`config.mk`:
```
export PLATFORM = sky130hd
export DESIGN_NAME = sll_coef
export DESIGN_NICKNAME = d
export VERILOG_FILES = /design/src/hw/rtl/sll_pkg.sv /design/src/hw/rtl/sll_coef.sv
export SDC_FILE = /design/constraint.sdc
export NUM_CORES = 2
export LEC_CHECK = 0
export BUFFER_PORTS_ARGS = -buffer_cell sky130_fd_sc_hd__clkbuf_2
export CAP_MARGIN = 20
export CORE_MARGIN = 4
export CORE_UTILIZATION = 57
export DETAILED_ROUTE_END_ITERATION = 16
export PLACE_DENSITY = 0.74
export RECOVER_POWER = 100
export SLEW_MARGIN = 10
export SYNTH_ARGS = -nofsm -noshare
export SYNTH_HDL_FRONTEND = slang
export SYNTH_SLANG_ARGS = --single-unit
```
`constraint.sdc`:
```
create_clock -name clk -period 21 [get_ports clk]
set_input_delay 1.05 -clock clk [delete_from_list [all_inputs] [get_ports clk]]
set_output_delay 1.05 -clock clk [all_outputs]
set_load 0.02 [all_outputs]
```
`src/hw/rtl/sll_pkg.sv`:
```
// ----------------------------------------------------------------------------
// sll_pkg: shared types, constants and helpers
// Beat layouts, lane status, coefficient bundle and fixed-point helpers
// for the stereo ladder low-pass.
// ----------------------------------------------------------------------------
package sll_pkg;

    localparam int NUM_STAGES   = 4;
    localparam int NUM_CHANNELS = 2;
    localparam int NUM_LANES    = (NUM_CHANNELS < 2) ? NUM_CHANNELS : 2;
    localparam int STG_W        = (NUM_STAGES > 1) ? $clog2(NUM_STAGES) : 1;

    localparam int CFG_IDX_W  = 4;
    localparam int CFG_DATA_W = 17;

    localparam logic [CFG_IDX_W-1:0] REG_CUTOFF    = CFG_IDX_W'(0);
    localparam logic [CFG_IDX_W-1:0] REG_RESONANCE = CFG_IDX_W'(1);

    localparam logic [14:0] CUTOFF_RESET = 15'd440;

    // pi in Q24 split as 24000 * PI_INT + PI_FRAC
    localparam logic [11:0] PI_INT  = 12'd2196;
    localparam logic [11:0] PI_FRAC = 12'd3179;
    // ceil(2^42 / 24000), exact for dividends below 2^27
    localparam logic [27:0] RECIP24K = 28'd183251938;

    localparam logic signed [31:0] K_G1 = 32'sd16596022;
    localparam logic signed [31:0] K_G2 = 32'sd7284667;
    localparam logic signed [31:0] K_G3 = 32'sd2316934;
    localparam logic signed [31:0] K_G4 = 32'sd338900;
    localparam logic signed [31:0] K_C0 = 32'sd16825870;
    localparam logic signed [31:0] K_C1 = 32'sd882482;
    localparam logic signed [31:0] K_C2 = 32'sd1553570;
    localparam logic signed [31:0] K_C3 = 32'sd365744;

    // reciprocal of 13 scaled by 2^26, rounded up
    localparam logic [22:0] RECIP13 = 23'd5162221;
    // 13 * 2^31, keeps the dividend non-negative
    localparam logic signed [37:0] DIV_OFS = 38'sd27917287424;

    typedef struct packed {
        logic signed [23:0] left_in;
        logic signed [23:0] right_in;
    } in_beat_t;

    typedef struct packed {
        logic signed [23:0] left_out;
        logic signed [23:0] right_out;
    } out_beat_t;

    typedef struct packed {
        logic [17:0] gain;
        logic [19:0] fb;
    } coef_t;

    typedef struct packed {
        logic               busy;
        logic               done;
        logic signed [23:0] result;
    } lane_stat_t;

    typedef struct packed {
        logic [17:0] q;
        logic [3:0]  r;
    } div13_t;

    function automatic div13_t div13_step(input logic [21:0] v);
        logic [44:0] p;
        logic [21:0] back;
        div13_t      d;
        p    = 45'(v) * 45'(RECIP13);
        d.q  = p[43:26];
        back = 22'(d.q) * 22'd13;
        d.r  = 4'(v - back);
        return d;
    endfunction

    function automatic logic signed [31:0] sat32(input logic signed [38:0] v);
        logic signed [31:0] o;
        if (v > 39'sd2147483647)
        begin
            o = 32'sh7fffffff;
        end
        else if (v < -39'sd2147483648)
        begin
            o = 32'sh80000000;
        end
        else
        begin
            o = v[31:0];
        end
        return o;
    endfunction

    function automatic logic signed [23:0] sat24(input logic signed [28:0] v);
        logic signed [23:0] o;
        if (v > 29'sd8388607)
        begin
            o = 24'sh7fffff;
        end
        else if (v < -29'sd8388608)
        begin
            o = 24'sh800000;
        end
        else
        begin
            o = v[23:0];
        end
        return o;
    endfunction

endpackage

```
`src/hw/rtl/sll_coef.sv`:
```
// ----------------------------------------------------------------------------
// sll_coef: register file and coefficient derivation
// Holds cutoff and resonance, and derives the stage gain and the feedback
// coefficient with one shared multiplier and a reciprocal divide by 24000.
// ----------------------------------------------------------------------------
module sll_coef
    import sll_pkg::*;
(
    input  logic                  clk,
    input  logic                  rst_n,
    input  logic                  cfg_valid,
    input  logic [CFG_IDX_W-1:0]  cfg_index,
    input  logic [CFG_DATA_W-1:0] cfg_data,
    output logic                  cfg_ready,
    output coef_t                 coef
);

    typedef enum logic [6:0] {
        C_IDLE = 7'b0000001,
        C_NUM  = 7'b0000010,
        C_DIV  = 7'b0000100,
        C_MUL  = 7'b0001000,
        C_ADD  = 7'b0010000,
        C_FBM  = 7'b0100000,
        C_FBA  = 7'b1000000
    } cstate_t;

    typedef struct packed {
        logic               use_b;
        logic signed [31:0] b_k;
        logic signed [31:0] k;
        logic               neg;
    } hstep_t;

    function automatic hstep_t hstep(input logic [2:0] st);
        hstep_t h;
        h = '0;
        case (st)
            3'd0:
            begin
                h.use_b = 1'b1;
                h.b_k   = K_G4;
                h.k     = K_G3;
                h.neg   = 1'b1;
            end
            3'd1:    h.k = -K_G2;
            3'd2:    h.k = K_G1;
            3'd3:    h.k = '0;
            3'd4:
            begin
                h.use_b = 1'b1;
                h.b_k   = K_C3;
                h.k     = -K_C2;
            end
            3'd5:    h.k = K_C1;
            3'd6:    h.k = K_C0;
            default: h = '0;
        endcase
        return h;
    endfunction

    cstate_t            state_reg, state_next;
    logic [14:0]        cutoff_reg, cutoff_next;
    logic [16:0]        res_reg, res_next;
    logic [26:0]        num_reg, num_next;
    logic [26:0]        quo_reg, quo_next;
    logic [2:0]         step_reg, step_next;
    logic signed [31:0] t_reg, t_next;
    logic signed [65:0] prod_reg, prod_next;
    logic [19:0]        c16_reg, c16_next;
    logic [17:0]        gain_reg, gain_next;
    logic [19:0]        fb_reg, fb_next;

    hstep_t             hs;
    logic signed [32:0] mul_a, mul_b;
    logic signed [65:0] mul_p;
    logic [54:0]        rp;
    logic [26:0]        xq;
    logic signed [33:0] r24, tn;
    logic signed [25:0] sc;
    logic [39:0]        fsum;

    assign hs    = hstep(step_reg);
    assign mul_p = mul_a * mul_b;
    assign rp    = 55'(num_reg) * 55'(RECIP24K);
    assign xq    = 27'(cutoff_reg) * 27'(PI_INT) + 27'(rp[54:42]);
    assign r24   = 34'((prod_reg + 66'sd8388608) >>> 24);
    assign tn    = hs.neg ? (34'(hs.k) - r24) : (r24 + 34'(hs.k));
    assign sc    = 26'((tn + 34'sd128) >>> 8);
    assign fsum  = {prod_reg[37:0], 2'b00} + 40'd32768;

    always_comb
    begin
        case (state_reg)
            C_NUM:
            begin
                mul_a = 33'({18'd0, cutoff_reg});
                mul_b = 33'({21'd0, PI_FRAC});
            end
            C_FBM:
            begin
                mul_a = 33'({16'd0, res_reg});
                mul_b = 33'({13'd0, c16_reg});
            end
            default:
            begin
                mul_a = 33'({6'd0, quo_reg});
                mul_b = hs.use_b ? 33'(hs.b_k) : 33'(t_reg);
            end
        endcase
    end

    always_comb
    begin
        state_next  = state_reg;
        cutoff_next = cutoff_reg;
        res_next    = res_reg;
        num_next    = num_reg;
        quo_next    = quo_reg;
        step_next   = step_reg;
        t_next      = t_reg;
        prod_next   = prod_reg;
        c16_next    = c16_reg;
        gain_next   = gain_reg;
        fb_next     = fb_reg;
        case (state_reg)
            C_IDLE:
            begin
                if (cfg_valid && cfg_index == REG_CUTOFF)
                begin
                    cutoff_next = cfg_data[14:0];
                    state_next  = C_NUM;
                end
                else if (cfg_valid && cfg_index == REG_RESONANCE)
                begin
                    res_next   = cfg_data[16:0];
                    state_next = C_NUM;
                end
            end
            C_NUM:
            begin
                num_next   = mul_p[26:0] + 27'd12000;
                state_next = C_DIV;
            end
            C_DIV:
            begin
                quo_next   = xq;
                step_next  = '0;
                state_next = C_MUL;
            end
            C_MUL:
            begin
                prod_next  = mul_p;
                state_next = C_ADD;
            end
            C_ADD:
            begin
                t_next    = tn[31:0];
                step_next = step_reg + 3'd1;
                if (step_reg == 3'd3)
                begin
                    if (sc < 26'sd0)
                    begin
                        gain_next = '0;
                    end
                    else if (sc > 26'sd262143)
                    begin
                        gain_next = '1;
                    end
                    else
                    begin
                        gain_next = sc[17:0];
                    end
                end
                if (step_reg == 3'd6)
                begin
                    c16_next   = (sc < 26'sd0) ? 20'd0 : sc[19:0];
                    state_next = C_FBM;
                end
                else
                begin
                    state_next = C_MUL;
                end
            end
            C_FBM:
            begin
                prod_next  = mul_p;
                state_next = C_FBA;
            end
            C_FBA:
            begin
                fb_next    = (|fsum[39:36]) ? 20'hfffff : fsum[35:16];
                state_next = C_IDLE;
            end
            default:
            begin
                state_next = C_IDLE;
            end
        endcase
    end

    always_ff @(posedge clk or negedge rst_n)
    begin
        if (!rst_n)
        begin
            state_reg  <= C_NUM;
            cutoff_reg <= CUTOFF_RESET;
            res_reg    <= '0;
            gain_reg   <= '0;
            fb_reg     <= '0;
            step_reg   <= '0;
        end
        else
        begin
            state_reg  <= state_next;
            cutoff_reg <= cutoff_next;
            res_reg    <= res_next;
            gain_reg   <= gain_next;
            fb_reg     <= fb_next;
            step_reg   <= step_next;
        end
    end

    always_ff @(posedge clk)
    begin
        num_reg  <= num_next;
        quo_reg  <= quo_next;
        t_reg    <= t_next;
        prod_reg <= prod_next;
        c16_reg  <= c16_next;
    end

    assign cfg_ready = (state_reg == C_IDLE);
    assign coef.gain = gain_reg;
    assign coef.fb   = fb_reg;

endmodule

```
=== After elaboration in Yosys (flattened, before gate mapping) ===
Cells that the tools add are included.

* Output and inout bits: 39
* Input port bits: 24
* Register bits: 244

* Add/subtract/negate cells: 8
* $lt $le $gt $ge: 2
* Bitwise gates (word level): 1
* Reductions and logical operators: 11
* Multipliers: 3
* Equal/unequal tests: 15
* Mux-type cells: 15

{| class="wikitable"
|+ Operators by type and width
! kind !! number
|-
| 32-bit case mux with 6 select lines || 1
|-
| 33-bit case mux with 2 select lines || 2
|-
| 58-bit by 25-bit adder with 58-bit output, second input constant || 1
|-
| 28-bit by 33-bit multiplier with 58-bit output || 1
|-
| 27-bit by 27-bit multiplier with 54-bit output, second input constant || 1
|-
| 27-bit case mux with 2 select lines || 1
|-
| 7-bit case mux with 6 select lines || 1
|-
| 40-bit by 16-bit adder with 40-bit output, second input constant || 1
|-
| 18-bit 2-to-1 mux || 2
|-
| 34-bit by 32-bit adder with 34-bit output || 1
|-
| 34-bit by 9-bit adder with 34-bit output, second input constant || 1
|-
| 34-bit 2-to-1 mux || 1
|-
| 32-bit by 34-bit subtractor with 34-bit output || 1
|-
| 33-bit 2-to-1 mux || 1
|-
| 27-bit by 13-bit adder with 27-bit output || 1
|-
| 27-bit by 14-bit adder with 27-bit output, second input constant || 1
|-
| 26-bit by 19-bit greater-than comparator with 1-bit output, second input constant || 1
|-
| 26-bit by 1-bit < comparator with 1-bit output, second input constant || 1
|-
| 15-bit by 10-bit multiplier with 25-bit output, second input constant || 1
|-
| 20-bit 2-to-1 mux || 1
|-
| 7-bit 2-to-1 mux || 2
|-
| 3-bit equality test, second input constant || 3
|-
| 7-bit by 1-bit equality test with 1-bit output, second input constant || 1
|-
| 7-bit by 2-bit equality test with 1-bit output, second input constant || 1
|-
| 22 further kinds || 26
|}

=== Logic depth before layout (Yosys ltp) ===
* Word-level depth: 8
* Gate-level depth with buffers: 40
* Gate-level depth less buffers: 40

=== Worst setup path before layout ===
Ideal clock, no wire load.

* Path kind: reg2reg
* From: reg state_reg[0]
* To: reg prod_reg[57], data pin
* Required time: 20734 ps
* Stages on the path, launching flop included: 35
* Arrival: 9025 ps
* Setup slack: 11709 ps
* Period minus slack after synthesis: 9291 ps
* Cell sequence: dfrtp_1 > nor3_1 > nand4b_1 > inv_2 > nor2_1 > clkbuf_1 > and2_1 > a221oi_1 > clkbuf_1 > nor2_1 > fa_1 > fa_1 > fa_1 > inv_1 > fa_1 > inv_1 > fa_1 > fa_1 > inv_1 > fa_1 > inv_1 > ha_1 > clkbuf_1 > a2111oi_0 > o21ai_1 > a41oi_1 > nor2b_1 > o21ai_1 > nand2_1 > a21oi_1 > o31ai_1 > o41a_1 > a41o_1 > o41ai_1 > xnor2_1

* Word-level cells in the longest chain between the ends: 3

{| class="wikitable"
|+ Ends and longest elaborated chain
! element !! line !! source
|-
| start: declaration || sll_coef.sv:62 || <nowiki>cstate_t state_reg, state_next;</nowiki>
|-
| start signal: assignment || sll_coef.sv:215 || <nowiki>state_reg <= state_next;</nowiki>
|-
| 7-bit by 6-bit equality test with 1-bit output or 7-bit by 2-bit equality test with 1-bit output (tied branches) || sll_coef.sv:94 || <nowiki>case (state_reg)</nowiki>
|-
| 27-bit case mux with 2 select lines or 33-bit case mux with 2 select lines (tied branches) || sll_coef.sv:94 ||
|-
| 28-bit by 33-bit multiplier with 58-bit output * || sll_coef.sv:84 || <nowiki>assign mul_p = mul_a * mul_b;</nowiki>
|-
| via mul_p[57] || sll_coef.sv:76 || <nowiki>logic signed [65:0] mul_p;</nowiki>
|-
| end signal: assignment || sll_coef.sv:229 || <nowiki>prod_reg <= prod_next;</nowiki>
|-
| end: declaration || sll_coef.sv:69 || <nowiki>logic signed [65:0] prod_reg, prod_next;</nowiki>
|}

Mark *: on every way through the listed nets, which the timed path passes. The rest lies on a longest branch.
A chain may end at the register's enable or synchronous reset.

=== Worst setup path in the final report ===
Same ends and word-level chain as after synthesis.

==> out/results.txt <==
RSZ-0062 raised after global routing - no
Tcrit/Tclk final - 0.611
Max-Cap Viols - 11
Final Skew - 0.0213 ns
clk sinks - 231
HPWL Detailed - 145000 um
outcome - complete, but fails checks
die width - 328 um
Max-slew headroom - -0.972
DRT antenna net count - 0
Clock H-tree levels - 1
Routability Congestion - 1.03
TNS Setup - 0 ns
footprint of the multi-input gates - 0.0453 mm2
Setup crit end - prod_reg[57]
initial core utilization - 0.578
Synth warnings - 0
CTS Hold Bufs - 0
pre-CTS WS - 9.46 ns
Nets - 7975
Worst R2R Setup Slack - 8.16 ns
CTS resizes - 0
Synth Cell Area - 0.0582 mm2
grt ovf - 0
max reg flops - 45
Synth Register Bits - 231
via/cell ratio - 5.79
total die area - 0.107 mm2
Worst EP required - 21.32 ns
CP startpoint - state_reg[0]
met3 Resource Use GR - 0.0789
Mapped Cells - 6214
Bufs and invs on worst path - 7
GRT Overall Usage - 0.336
Final Cell Area - 0.0610 mm2
# rows - 116
Stages on worst setup path - 32
clock buffer depth - 3
vias in the first global route - 47252
syn_nets - 8005
largest stage delay on the critical path - 1.40 ns
Reg-to-Reg Start - state_reg[0]
GR Util met2 - 0.548
worst-case reg-to-reg path depth - 32
minimum clock period - 12.84 ns
I/O Pins - 63
initial drt markers - 3312
Final Setup Violations - 0
synth unique cells - 110
latest clock arrival within the worst-skew pair - 0.59 ns
Peak Freq - 77.9 MHz
largest net degree at the start of global routing - 53
Avg WL per Cell - 23.2 um
measured slew at the worst slew-check pin - 2.96 ns
Area Overhead vs Synth - 4.68%
Vias - 43808
met1 Usage GRT - 0.414
R2R Path End - prod_reg[57]
FF/Latch Area - 0.00654 mm2
Hold Path Depth - 1
HP Class - reg -> reg
Hold Vio Cnt, Final - 0
setup slack after layout - 8.16 ns
maximum fanout along the worst path - 27
asr flop ratio synth - 0.346
CP top delay family - buffers and inverters
max-slew violations - 314
critical path endpoint category - flop
Worst-path clk slew - 0.06 ns
violated checks - capacitance limit, slew limit
first-pass GRT wire length - 274000 um
Top Usage Layer GRT - met2
# Post-CTS Setup Buffers - 0
CP max-delay cell - clkbuf_1
Pre-antenna DRT Iters - 6
dominant synthesized flop cell - edfxtp_1
critical path class - reg -> reg
drt drc - 0
initial antenna violation count - 11
CP startpoint kind - flop
Crit path arrival time - 13.15 ns
Post-synth EDFFs - 151
Core Region - 0.101 mm2
Post-DP Area - 0.0602 mm2
register area share after synthesis - 0.112
syn avg cell area - 9.37 um2
ratio of cells with drive above 1 in the final layout - 0.0366
CTS buffer count - 27
Layout Utilization - 0.605
# port buffers - 62
clk root buf - clkbuf_16
Filler Cell Count - 8664
TritonCTS clock tree - yes
Routed Wire Length - 175000 um
Die Span Y - 328 um
[cells in the mapped netlist (all sizes together), types with 74 or more instances]
master	n	area share
and2	117	0.013
inv	1472	0.095
fa	1198	0.41
xnor2	184	0.028
xor2	89	0.013
o21ai	120	0.011
a21oi	159	0.014
edfxtp	151	0.078
ha	569	0.12
clkbuf	188	0.012
nand3	81	0.0070
nor2	462	0.030
nand2	662	0.043
dfrtp	74	0.032
[metal layers]
layer  vias up  part of all wire
met5         -           0.00025
met4         6             0.070
met3       548             0.097
met2      2130              0.47
met1     22041              0.37
li1      19083                 -
[logic make-up after synthesis]
group                      after synthesis  share of synthesized area
AOI/OAI and AO/OA                      631                     0.0741
DFF                                    231                      0.112
adders and majority gates             1767                      0.534
xor gates and xnor gates               273                     0.0412
buffers and inverters                 1687                      0.109
and+or+nand+nor                       1596                      0.123
muxes                                   29                    0.00569
[placed cells by master (no fill, tap or decap), drive strengths merged, types with 41 or more instances in the layout]
cell type,netlist,layout
a21o,72,72
nand3,81,81
nand4,41,41
inv,1472,1476
dfrtp,74,74
nor3,49,49
xnor2,184,184
buf,26,81
o21ai,120,120
xor2,89,89
and3,43,43
clkbuf,188,108
fa,1198,1198
and2,117,117
a21oi,159,159
edfxtp,151,151
ha,569,569
nand2,662,662
nor2,462,462
[cell type report]
| cell class | count | area share |
|---|---|---|
| multi-input cells | 4296 | 0.743 |
| flip-flops and latches | 231 | 0.107 |
| inverters | 1473 | 0.0907 |
| well taps | 1357 | 0.0278 |
| clock buffers | 34 | 0.0127 |
| clock inverters | 16 | 0.00355 |
| diodes | 4 | 0.000164 |
| repair buffers | 155 | 0.0151 |
[metrics by stage]
step | instances | hold WS (ns)
floorplan | 6214 | 0.503
global placement | 7508 | 0.475
detailed placement | 7510 | 0.495
CTS | 7560 | 0.417
global route | 7564 | 0.559
finish | 7566 | 0.509
[worst min-delay path by stage]
| stage | startpoint | to | slack (ns) |
|---|---|---|---|
| global route | fb_reg[8] | fb_reg[8] | 0.56 |
| floorplan | res_reg[0] | res_reg[0] | 0.50 |
| global placement | fb_reg[8] | fb_reg[8] | 0.48 |
| detailed placement | fb_reg[8] | fb_reg[8] | 0.50 |
| finish | fb_reg[8] | fb_reg[8] | 0.51 |
| CTS | rst_n | fb_reg[18] | 0.42 |
Power is left out: the tool's default activity adds up to more than one toggle a clock period on the data nets, which glitch-free logic cannot reach.
